<file path="config.mk">
export PLATFORM = sky130hd
export DESIGN_NAME = chacha_front
export DESIGN_NICKNAME = d
export VERILOG_FILES = /design/src/rtl/chacha_pkg.sv /design/src/rtl/chacha_front.sv
export SDC_FILE = /design/constraint.sdc
export NUM_CORES = 1
export LEC_CHECK = 0
export BUFFER_PORTS_ARGS = -buffer_cell sky130_fd_sc_hd__buf_2
export CORE_MARGIN = 2
export CORE_UTILIZATION = 50
export CTS_CLUSTER_DIAMETER = 30
export CTS_CLUSTER_SIZE = 16
export DETAILED_ROUTE_END_ITERATION = 7
export PLACE_DENSITY_LB_ADDON = 0.2
export SLEW_MARGIN = 40
export SYNTH_ARGS = -nofsm -noshare
export SYNTH_HDL_FRONTEND = slang
export SYNTH_SLANG_ARGS = --single-unit
export TNS_END_PERCENT = 10
</file>
<file path="constraint.sdc">
create_clock -name clk_i -period 2 [get_ports clk_i]
set_input_delay 0.1 -clock clk_i [delete_from_list [all_inputs] [get_ports clk_i]]
set_output_delay 0.1 -clock clk_i [all_outputs]
set_load 0.01 [all_outputs]
</file>
<file path="src/rtl/chacha_pkg.sv">
`timescale 1ns / 1ps
`default_nettype none
package chacha_pkg;

  localparam logic [31:0] SIGMA0 = 32'h61707865;
  localparam logic [31:0] SIGMA1 = 32'h3320646e;
  localparam logic [31:0] SIGMA2 = 32'h79622d32;
  localparam logic [31:0] SIGMA3 = 32'h6b206574;
  localparam int unsigned DoubleRounds = 10;

  localparam logic [2:0] REG_KEY0   = 3'd0;
  localparam logic [2:0] REG_KEY1   = 3'd1;
  localparam logic [2:0] REG_KEY2   = 3'd2;
  localparam logic [2:0] REG_KEY3   = 3'd3;
  localparam logic [2:0] REG_NONCE0 = 3'd4;
  localparam logic [2:0] REG_NONCE1 = 3'd5;
  localparam logic [2:0] REG_START  = 3'd6;

  typedef logic [15:0][31:0] state_t;

  typedef struct packed {
    logic [7:0] data;
    logic       last;
    logic       first;
  } item_t;

  function automatic logic [31:0] rotl(input logic [31:0] v, input int unsigned n);
    rotl = (v << n) | (v >> (32 - n));
  endfunction

  function automatic logic [127:0] quarter(input logic [31:0] a, input logic [31:0] b,
                                           input logic [31:0] c, input logic [31:0] d);
    logic [31:0] ta, tb, tc, td;
    ta = a + b; td = rotl(d ^ ta, 16);
    tc = c + td; tb = rotl(b ^ tc, 12);
    ta = ta + tb; td = rotl(td ^ ta, 8);
    tc = tc + td; tb = rotl(tb ^ tc, 7);
    quarter = {ta, tb, tc, td};
  endfunction

endpackage
`default_nettype wire

</file>
<file path="src/rtl/chacha_front.sv">
`timescale 1ns / 1ps
`default_nettype none
module chacha_front (
  input  wire logic               clk_i,
  input  wire logic               rst_ni,
  input  wire logic               in_valid_i,
  output logic                    in_stall_o,
  input  wire logic [7:0]         data_byte_i,
  input  wire logic               last_byte_i,
  output logic                    q_valid_o,
  input  wire logic               q_pop_i,
  output chacha_pkg::item_t       q_item_o
);

  localparam int unsigned Depth = 2;

  chacha_pkg::item_t mem_q [Depth];
  logic [0:0] wr_q, wr_d, rd_q, rd_d;
  logic [1:0] cnt_q, cnt_d;
  logic       first_q, first_d;
  logic       push;

  assign in_stall_o = (cnt_q == 2'(Depth));
  assign push       = in_valid_i && !in_stall_o;
  assign q_valid_o  = (cnt_q != 2'd0);
  assign q_item_o   = mem_q[rd_q];

  always_comb begin
    wr_d    = push ? wr_q + 1'b1 : wr_q;
    rd_d    = q_pop_i ? rd_q + 1'b1 : rd_q;
    cnt_d   = cnt_q + 2'(push) - 2'(q_pop_i);
    first_d = push ? last_byte_i : first_q;
  end

  always_ff @(posedge clk_i or negedge rst_ni) begin
    if (!rst_ni) begin
      wr_q    <= '0;
      rd_q    <= '0;
      cnt_q   <= '0;
      first_q <= 1'b1;
    end else begin
      wr_q    <= wr_d;
      rd_q    <= rd_d;
      cnt_q   <= cnt_d;
      first_q <= first_d;
    end
  end

  always_ff @(posedge clk_i) begin
    if (push) begin
      mem_q[wr_q] <= '{data: data_byte_i, last: last_byte_i, first: first_q};
    end
  end

  assert property (@(posedge clk_i) disable iff (!rst_ni) cnt_q <= 2'(Depth))
    else $error("queue overfill");
  assert property (@(posedge clk_i) disable iff (!rst_ni) q_pop_i |-> q_valid_o)
    else $error("pop from empty queue");
  assert property (@(posedge clk_i) disable iff (!rst_ni)
                   push && !q_pop_i |=> cnt_q == $past(cnt_q) + 2'd1)
    else $error("queue count lost a push");

endmodule
`default_nettype wire

</file>
==> results of run 1 <==
-- cell families after synthesis --
logic type               share of synthesized area
buffers and inverters                       0.0243
flip-flops                                   0.742
multiplexers                                 0.130
AND/OR/NAND/NOR                             0.0421
XOR/XNOR                                    0.0358
adder cells (fa/ha/maj)                     0.0255
-- tightest hold or removal path: cells and delay by family --
kind / cells / cell delay (ns)
buffers and inverters: 1 / 0.11
and+or+nand+nor: 1 / 0.09
xor gates and xnor gates: 1 / 0.07
-- how the worst max path moves through the flow --
stage	end	slack (ns)	depth (start not counted)
floorplan	mem_q[1][0]	0.41	4
global placement	cnt_q[1]	0.48	7
detailed placement	cnt_q[1]	0.41	7
CTS	q_item_o[0]	0.38	2
global route	cnt_q[1]	0.29	7
finish	cnt_q[1]	0.39	7
-- synthesized netlist by cell type, types with 2 or more instances --
library cell,n
dfrtp_1,4
xnor2_1,3
edfxtp_1,20
inv_1,2
ha_1,2
mux2_2,10
nor2_1,2
-- power by group through the flow --
stage | logic (uW) | registers (uW) | clock network [uW]
after floorplan | 411 | 796 | 0
after global placement | 529 | 843 | 0
after detailed placement | 539 | 851 | 0
after CTS | 555 | 840 | 218
after global routing | 613 | 863 | 235
final | 544 | 836 | 209
-- state kept, by name (all words and copies together), names as in the netlist --
| register | count |
|---|---|
| rd_q | 1 |
| first_q | 1 |
| wr_q | 1 |
| cnt_q | 2 |
| mem_q | 20 |
-- layer usage --
layer  share of wire  vias up  GRT usage
met5               0        -          0
met3           0.037        2     0.0333
met2            0.55       13      0.255
met4           0.012        0     0.0811
li1                -      261          -
met1            0.40      249      0.150
-- through the flow --
stage	power, uW	utilization	instance area [um2]	cells	setup WS [ns]
after global routing	1710	0.667	1270	117	0.287
after CTS	1610	0.667	1270	117	0.376
after global placement	1370	0.595	1130	102	0.482
after detailed placement	1390	0.595	1130	102	0.406
after floorplan	1210	-	980	51	0.405
final	1590	0.667	1270	117	0.393
-- cell type report --
class / instances / area [um2] / area share
well taps: 27 / 33.8 / 0.0266
inverters: 2 / 7.51 / 0.00592
repair buffers: 37 / 245 / 0.193
clock buffers: 4 / 26.3 / 0.0207
flip-flops and latches: 25 / 727 / 0.573
multi-input cells: 22 / 229 / 0.180
-- placed cells by master (no fill, tap or decap), drive strengths merged, types with 2 or more instances in the layout --
cell         netlist  final
edfxtp            20     20
inv                2      2
dlygate4sd3        0     11
clkbuf             0      4
buf                2     26
dfrtp              4      4
nor2               2      2
mux2              11     11
xnor2              3      3
ha                 2      2
-- timing repair --
action	in CTS	in global routing
hold buffers	11	0
gates resized for setup	0	0
endpoints found under the hold margin	24	0
==> metrics.md, run 1 <==
| Metric | Value |
|---|---|
| Pin count of the biggest net entering global routing | `14` |
| Critical path's largest stage delay | `0.43 ns` |
| Slew Limit Fails | `0` |
| Die area | `2330 um2` |
| Pleak | `0.000513 uW` |
| Final Hold Slack | `0.105 ns` |
| Slowest-stage cell, CP | `dfrtp_1` |
| Top post-synthesis cells by area | `edfxtp_1 61%, mux2_2 11%, dfrtp_1 10%, dfstp_2 2.7%, xnor2_1 2.7%` |
| Crit path max fanout | `5` |
| Post-Synthesis Cell Area | `980 um2` |
| Placer Congestion | `0.630` |
| Vias per cell | `4.49` |
| Max_cap viols | `0` |
| Async SR Flop Fraction | `0.200` |
| Critical-path cell list | `nor2b_4 > nand2b_4 > ha_1 > inv_1 > ha_1 > xnor2_1 > xnor2_1` |
| Sw Ratio | `0.292` |
| Total gr overflow | `0` |
| Hold Path Sink | `wr_q` |
| Status | `complete, no violations` |
| First-pass iteration count of the detailed router | `2` |
| HP Class | `in2reg` |
| # fillers | `144` |
| Max_slew headroom | `0.691` |
| Combinational fraction of design power | `0.342` |
| Core area | `1900 um2` |
| Critical path launch point type | `register` |
| RSZ-0062 raised after global routing | `false` |
| Initial drt markers | `4` |
| P_int | `1130 uW` |
| Seq pwr share | `0.526` |
| FF+latch count, synth | `25` |
| Die height | `48.3 um` |
| CP Capture Type | `register` |
| Main synth FF type | `edfxtp_1` |
| Worst-path clk slew | `0.12 ns` |
| Row count | `16` |
| Crit path buf inv count | `1` |
| Minimum clock period | `1.61 ns` |
| Cell family with most CP delay | `adder cells` |
| Vias | `525` |
| R2R depth | `7` |
| CTS tree | `yes` |
| Post-synth EDFFs | `20` |
| First-pass GRT wire length | `2150 um` |
| Proportion of layout cells with a drive suffix above 1 | `0.489` |
| Worst hold path stage count | `3` |
| Sequential element share of the synthesized area | `0.742` |
| Port Buffers | `24` |
| Initial Util | `0.515` |
| Mapped Nets | `66` |
| CTS buffer count | `3` |
| P_sw | `465 uW` |
| FF-to-FF End | `cnt_q[1]` |
| Ys Warns | `0` |
| Root Buffer | `clkbuf_4` |
| Count of cell types in the netlist | `15` |
| Nets | `106` |
| Vias in the first global route | `531` |
| PwrDens | `1250 nW/um2` |
| Post-synth top area share | `0.613` |
| Critical Path AT | `1.85 ns` |
| Hold_sp | `in_valid_i` |
| Post-Syn Instances | `51` |
| Routed WL per cell | `11.8 um` |
| Setup crit start | `cnt_q[1]` |
| Final setup fails | `0` |
| Setup Total Neg Slack | `0 ns` |
| Slew @ Worst Pin | `0.463 ns` |
| Antenna viol nets, final | `0` |
| Worst-case clock buffer depth | `2` |
| Tot GR Track Use | `0.142` |
| Worst-Skew Late Latency | `0.30 ns` |
| Worst setup path class | `reg2reg` |
| Cell accounting for the most synthesized area | `edfxtp_1` |
| Peak supply drop | `0.000797 V` |
| ANT cells | `0` |
| Die X | `48.3 um` |
| R2R setup slack | `0.39 ns` |
| Residual DRC | `0` |
| Initial antenna violation count | `0` |
| Clock power frac | `0.132` |
| Io pins | `25` |
| Highest Clock Rate | `622 MHz` |
| Post-CTS Setup Inserts | `0` |
| Final Hold Fails | `0` |
| Final wirelength | `1380 um` |
| Syn avg cell area | `19.2 um2` |
| P&R area growth vs syn | `29.5%` |
| Reg2Reg Launch Point | `cnt_q[1]` |
| Post-route clock period utilization | `0.804` |
| Clock Sinks | `25` |
| Clock Skew | `0.00561 ns` |
| Htree depth | `1` |
| Worst endpoint required time | `2.24 ns` |
No activity file was read; power rests on OpenSTA's default activity.
==> run 2, diff against run 1 <==
--- a/config.mk
+++ b/config.mk
@@ -5,9 +5,10 @@
 export SDC_FILE = /design/constraint.sdc
 export NUM_CORES = 1
 export LEC_CHECK = 0
+export ABC_AREA = 1
 export BUFFER_PORTS_ARGS = -buffer_cell sky130_fd_sc_hd__buf_2
 export CORE_MARGIN = 2
-export CORE_UTILIZATION = 50
+export CORE_UTILIZATION = 51
 export CTS_CLUSTER_DIAMETER = 30
 export CTS_CLUSTER_SIZE = 16
 export DETAILED_ROUTE_END_ITERATION = 7
==> constraint.sdc (replaced) <==
create_clock -name clk_i -period 1.6 [get_ports clk_i]
set_input_delay 0.08 -clock clk_i [delete_from_list [all_inputs] [get_ports clk_i]]
set_output_delay 0.08 -clock clk_i [all_outputs]
set_load 0.01 [all_outputs]
==> metrics.md, run 2 <==
| Metric | Value |
|---|---|
| Critical Path AT | `1.35 ns` |
| Root Buffer | `clkbuf_4` |
| Highest Clock Rate | `699 MHz` |
| Worst-path clk slew | `0.12 ns` |
| Worst endpoint required time | `1.52 ns` |
| Initial antenna violation count | `0` |
| Most frequent cells in the layout | `24 x buf_2, 20 x nand2_1, 20 x edfxtp_1` |
| P_sw | `747 uW` |
| Final Hold Fails | `0` |
| Final wirelength | `1690 um` |
| RSZ-0062 raised after global routing | `false` |
| Main synth FF type | `edfxtp_1` |
| Worst setup path class | `reg2out` |
| Port Buffers | `24` |
| Total gr overflow | `0` |
| Vias | `672` |
| Nets | `139` |
| Peak supply drop | `0.000944 V` |
| Minimum clock period | `1.43 ns` |
| Combinational fraction of design power | `0.354` |
| R2R setup slack | `0.23 ns` |
| Max_cap viols | `0` |
| Biggest register | `mem_q` |
| Row count | `16` |
| Io pins | `25` |
| Vias in the first global route | `672` |
| Async SR Flop Fraction | `0.200` |
| Core area | `1940 um2` |
| Post-synth EDFFs | `20` |
| Antenna viol nets, final | `0` |
| Count of cell types in the netlist | `12` |
| Sw Ratio | `0.360` |
| Placer Congestion | `0.716` |
| Placed cells | `135` |
| Worst-case clock buffer depth | `2` |
| FF+latch count, synth | `25` |
| Initial drt markers | `8` |
| HP Class | `in2reg` |
| Non-filler cells, final | `150` |
| Worst-Skew Late Latency | `0.31 ns` |
| Die area | `2430 um2` |
| P&R area growth vs syn | `27.2%` |
| Post-Synthesis Cell Area | `1040 um2` |
| Biggest regs | `mem_q: 20 flops, cnt_q: 2 flops` |
| Critical path launch point type | `register` |
| Max FFs per register | `20` |
| Slew Limit Fails | `0` |
| Post-CTS Setup Inserts | `0` |
| Pleak | `0.000620 uW` |
| Die height | `49.3 um` |
| Synth top cells by count | `20 x edfxtp_1, 20 x nand2_1, 18 x inv_1, 10 x o21ai_2, 4 x dfrtp_1` |
| Most common cell after layout, fill and taps aside | `buf_2` |
| First-pass iteration count of the detailed router | `4` |
| CTS buffer count | `3` |
| First-pass GRT wire length | `2910 um` |
| Cell accounting for the most synthesized area | `edfxtp_1` |
| Clock Skew | `0.00520 ns` |
| Max_slew headroom | `0.703` |
| CTS tree | `yes` |
| Post-Syn Instances | `84` |
| Post-synth top area share | `0.575` |
| Mapped Nets | `99` |
| Top post-synthesis cells by area | `edfxtp_1 57%, dfrtp_1 9.6%, o21ai_2 8.4%, nand2_1 7.2%, inv_1 6.5%` |
| Proportion of layout cells with a drive suffix above 1 | `0.350` |
| Detailed placement HPWL | `1180 um` |
| Syn avg cell area | `12.4 um2` |
| Final setup fails | `0` |
| ANT cells | `0` |
| Die X | `49.3 um` |
| Pin count of the biggest net entering global routing | `22` |
| PwrDens | `1560 nW/um2` |
| Seq pwr share | `0.516` |
| R2R depth | `7` |
| Clock Sinks | `25` |
| Crit path max fanout | `21` |
| Setup Total Neg Slack | `0 ns` |
| Vias per cell | `4.48` |
| Worst hold path stage count | `3` |
| Routed WL per cell | `11.2 um` |
| Ys Warns | `0` |
| Htree depth | `1` |
| Status | `complete, no violations` |
| Slew @ Worst Pin | `0.445 ns` |
| CP Capture Type | `primary output` |
| Clock power frac | `0.130` |
| Initial Util | `0.538` |
| Tot GR Track Use | `0.165` |
| P_int | `1330 uW` |
| # fillers | `160` |
| Residual DRC | `0` |
| Sequential element share of the synthesized area | `0.696` |
| Post-route clock period utilization | `0.894` |
## run 2: critical path, cell delays in order, from the launching register on
cell and delay [ns]:
dfrtp_2 0.67, nand2_1 0.13, o21ai_2 0.09, buf_2 0.15
## run 2: power groups by stage
stage               sequential (uW)  combinational (uW)  clock [uW]
floorplan                       987                 583           0
global placement               1080                 687           0
global route                   1110                 826         306
detailed placement             1090                 724           0
finish                         1070                 734         270
CTS                            1080                 744         279
## run 2: cell type report
class / count / area (um2) / share of cell area
Multi-Input combinational cell: 39 / 228 / 0.171
Sequential cell: 25 / 728 / 0.548
Tap cell: 27 / 33.8 / 0.0254
Timing Repair Buffer: 37 / 245 / 0.185
Inverter: 18 / 67.6 / 0.0508
Clock buffer: 4 / 26.3 / 0.0198
## run 2: layer usage
metal  GRT usage  part of all wire
met1       0.182              0.42
met4      0.0714            0.0071
met2       0.302              0.54
met5           0                 0
met3      0.0368             0.033
## run 2: final timing paths
path,to,start
min reg2reg,first_q,first_q
max,q_item_o[8],rd_q
min,first_q,in_valid_i
min in group asynchronous,wr_q,rst_ni
max reg2reg,cnt_q[1],cnt_q[1]
max in group asynchronous,first_q,rst_ni
## run 2: per-stage QoR
step / hold slack [ns] / total power, uW / utilization / instance area (um2) / setup WS (ns)
after floorplan: -0.216 / 1570 / - / 1040 / 0.223
after global placement: -0.0998 / 1760 / 0.613 / 1190 / 0.287
after detailed placement: -0.0958 / 1810 / 0.613 / 1190 / 0.229
after CTS: 0.0179 / 2100 / 0.684 / 1330 / 0.140
after global routing: 0.0482 / 2240 / 0.684 / 1330 / 0.0448
final: 0.0247 / 2080 / 0.684 / 1330 / 0.170
## run 2: cells by family (layout without fill, tap and decap cells)
logic type,Yosys count,count (layout),share of synthesized area
xor gates and xnor gates,1,1,0.00838
buffers and inverters,20,59,0.0862
adders and majority gates,2,2,0.0239
and+or+nand+nor,26,26,0.102
AOI/OAI and AO/OA,10,10,0.0838
DFF,25,25,0.696
## run 2: what timing repair did
action | CTS | global route
resized for setup | 1 | 0
endpoints found under the setup margin | 10 | 0
hold buffers | 11 | 0
hold endpoints to repair | 24 | 0
==> run 3, diff against run 2 <==
==> constraint.sdc (replaced) <==
create_clock -name clk_i -period 1.5 [get_ports clk_i]
set_input_delay 0.075 -clock clk_i [delete_from_list [all_inputs] [get_ports clk_i]]
set_output_delay 0.075 -clock clk_i [all_outputs]
set_load 0.01 [all_outputs]
==> metrics.md, run 3 (synthesized netlist as in run 2, its figures left out) <==
| Metric | Value |
|---|---|
| Total gr overflow | `0` |
| Final Util | `0.686` |
| First-pass GRT wire length | `2910 um` |
| Residual DRC | `0` |
| Htree depth | `1` |
| Critical-path cell list | `nand2_2 > nand2_2 > ha_1 > inv_1 > ha_1 > nand3_1 > nand2_1` |
| Initial drt markers | `8` |
| Slew Limit Fails | `0` |
| Peak supply drop | `0.00102 V` |
| P&R area growth vs syn | `27.4%` |
| HP Class | `in2reg` |
| CTS buffer count | `3` |
| Post-route clock period utilization | `0.911` |
| Root Buffer | `clkbuf_4` |
| Initial Util | `0.538` |
| Crit path buf inv count | `1` |
| Worst-path clk slew | `0.12 ns` |
| Die height | `49.3 um` |
| Vias in the first global route | `672` |
| Worst endpoint required time | `1.72 ns` |
| Critical path launch point type | `register` |
| Slew @ Worst Pin | `0.418 ns` |
| Vias | `678` |
| Reg2Reg Launch Point | `cnt_q[1]` |
| RSZ-0062 raised after global routing | `false` |
| Final wirelength | `1670 um` |
| Routed WL per cell | `11.1 um` |
| Antenna viol nets, final | `0` |
| R2R depth | `7` |
| Pre-CTS setup slack | `0.134 ns` |
| Detailed placement HPWL | `1180 um` |
| FF-to-FF End | `cnt_q[1]` |
| Max_cap viols | `0` |
| PwrDens | `1670 nW/um2` |
| Clock Skew | `0.00586 ns` |
| Tot GR Track Use | `0.165` |
| Cell family with most CP delay | `adder cells` |
| Vias per cell | `4.52` |
| Hold_sp | `in_valid_i` |
| Initial antenna violation count | `0` |
| Worst-Skew Late Latency | `0.32 ns` |
| Crit path max fanout | `4` |
| R2R setup slack | `0.13 ns` |
| Biggest regs | `mem_q: 20 flops, cnt_q: 2 flops` |
| Worst setup path class | `reg2reg` |
| CP Capture Type | `register` |
| ANT cells | `0` |
| Critical Path AT | `1.59 ns` |
| Hold Path Sink | `first_q` |
| Die X | `49.3 um` |
| Pin count of the biggest net entering global routing | `22` |
| Most frequent cells in the layout | `24 x buf_2, 20 x nand2_1, 20 x edfxtp_1` |
| Core area | `1940 um2` |
| Pleak | `0.000620 uW` |
| Placer Congestion | `0.716` |
| Setup Total Neg Slack | `0 ns` |
| Final Power | `2220 uW` |
| Minimum clock period | `1.37 ns` |
| Final Hold Slack | `0.0164 ns` |
| Status | `complete, no violations` |
| Max FFs per register | `20` |
| # fillers | `159` |
| Critical path's largest stage delay | `0.43 ns` |
| Slowest-stage cell, CP | `dfrtp_1` |
| Final setup fails | `0` |
| Proportion of layout cells with a drive suffix above 1 | `0.350` |
| Worst hold path stage count | `3` |
| CTS tree | `yes` |
| Max_slew headroom | `0.721` |
| Port Buffers | `24` |
| Setup WS post-layout | `0.133 ns` |
| Final Hold Fails | `0` |
| Die area | `2430 um2` |
| Worst-case clock buffer depth | `2` |
| Highest Clock Rate | `731 MHz` |
| Clock Sinks | `25` |
| Most common cell after layout, fill and taps aside | `buf_2` |
| Row count | `16` |
| Biggest register | `mem_q` |
| First-pass iteration count of the detailed router | `4` |
| Nets | `139` |
| Io pins | `25` |
==> run 3: cell types whose count changed in the layout (fill, tap and decap cells not counted) <==
cell / delta
dfrtp_2: -1
dfrtp_4: +1
==> run 3: worst max path at each step <==
stage / from / end / slack, ns / depth (start not counted)
floorplan: cnt_q[1] / mem_q[1][0] / 0.12 / 3
global placement: cnt_q[1] / cnt_q[1] / 0.19 / 7
detailed placement: rd_q / q_item_o[8] / 0.13 / 3
CTS: rd_q / q_item_o[8] / 0.04 / 3
global route: cnt_q[1] / mem_q[0][0] / 0.06 / 3
finish: cnt_q[1] / cnt_q[1] / 0.13 / 7
==> run 3: area by class of cell <==
class	count	area, um2	share of cell area
Sequential cell	25	731	0.549
Clock buffer	4	26.3	0.0197
Timing Repair Buffer	37	245	0.184
Tap cell	27	33.8	0.0254
Inverter	18	67.6	0.0508
Multi-Input combinational cell	39	228	0.171
==> run 3: timing repair <==
| action | 4_1_cts | 5_1_grt |
|---|---|---|
| setup endpoints to repair | 10 | 10 |
| buffers inserted | 0 | 0 |
| resized for setup | 1 | 1 |
| hold endpoints to repair | 25 | 0 |
| hold buffers | 11 | 0 |
==> run 3: per-layer routing <==
| metal | routed length [um] | track usage | up-vias |
|---|---|---|---|
| met2 | 910 | 0.302 | 19 |
| met5 | 0 | 0 | - |
| li1 | - | - | 348 |
| met1 | 669 | 0.182 | 308 |
| met4 | 23 | 0.0714 | 0 |
| met3 | 67 | 0.0368 | 3 |
==> run 3: through the flow <==
stage / std cells / area [um2]
3_3_place_gp: 135 / 1190
2_1_floorplan: 84 / 1040
4_1_cts: 150 / 1330
6_report: 150 / 1330
5_1_grt: 150 / 1330
3_5_place_dp: 135 / 1190
==> run 3: report_power, final <==
part	total [uW]	switching [uW]	internal [uW]	leakage [uW]
Combinational	782	447	335	0.000362
Sequential	1150	166	985	0.000243
Clock	289	185	104	0.0000150
==> run 3: worst min-delay path: cells and delay by family <==
kind | cells | cell delay, ns
buf+inv | 1 | 0.12
simple gates | 2 | 0.14
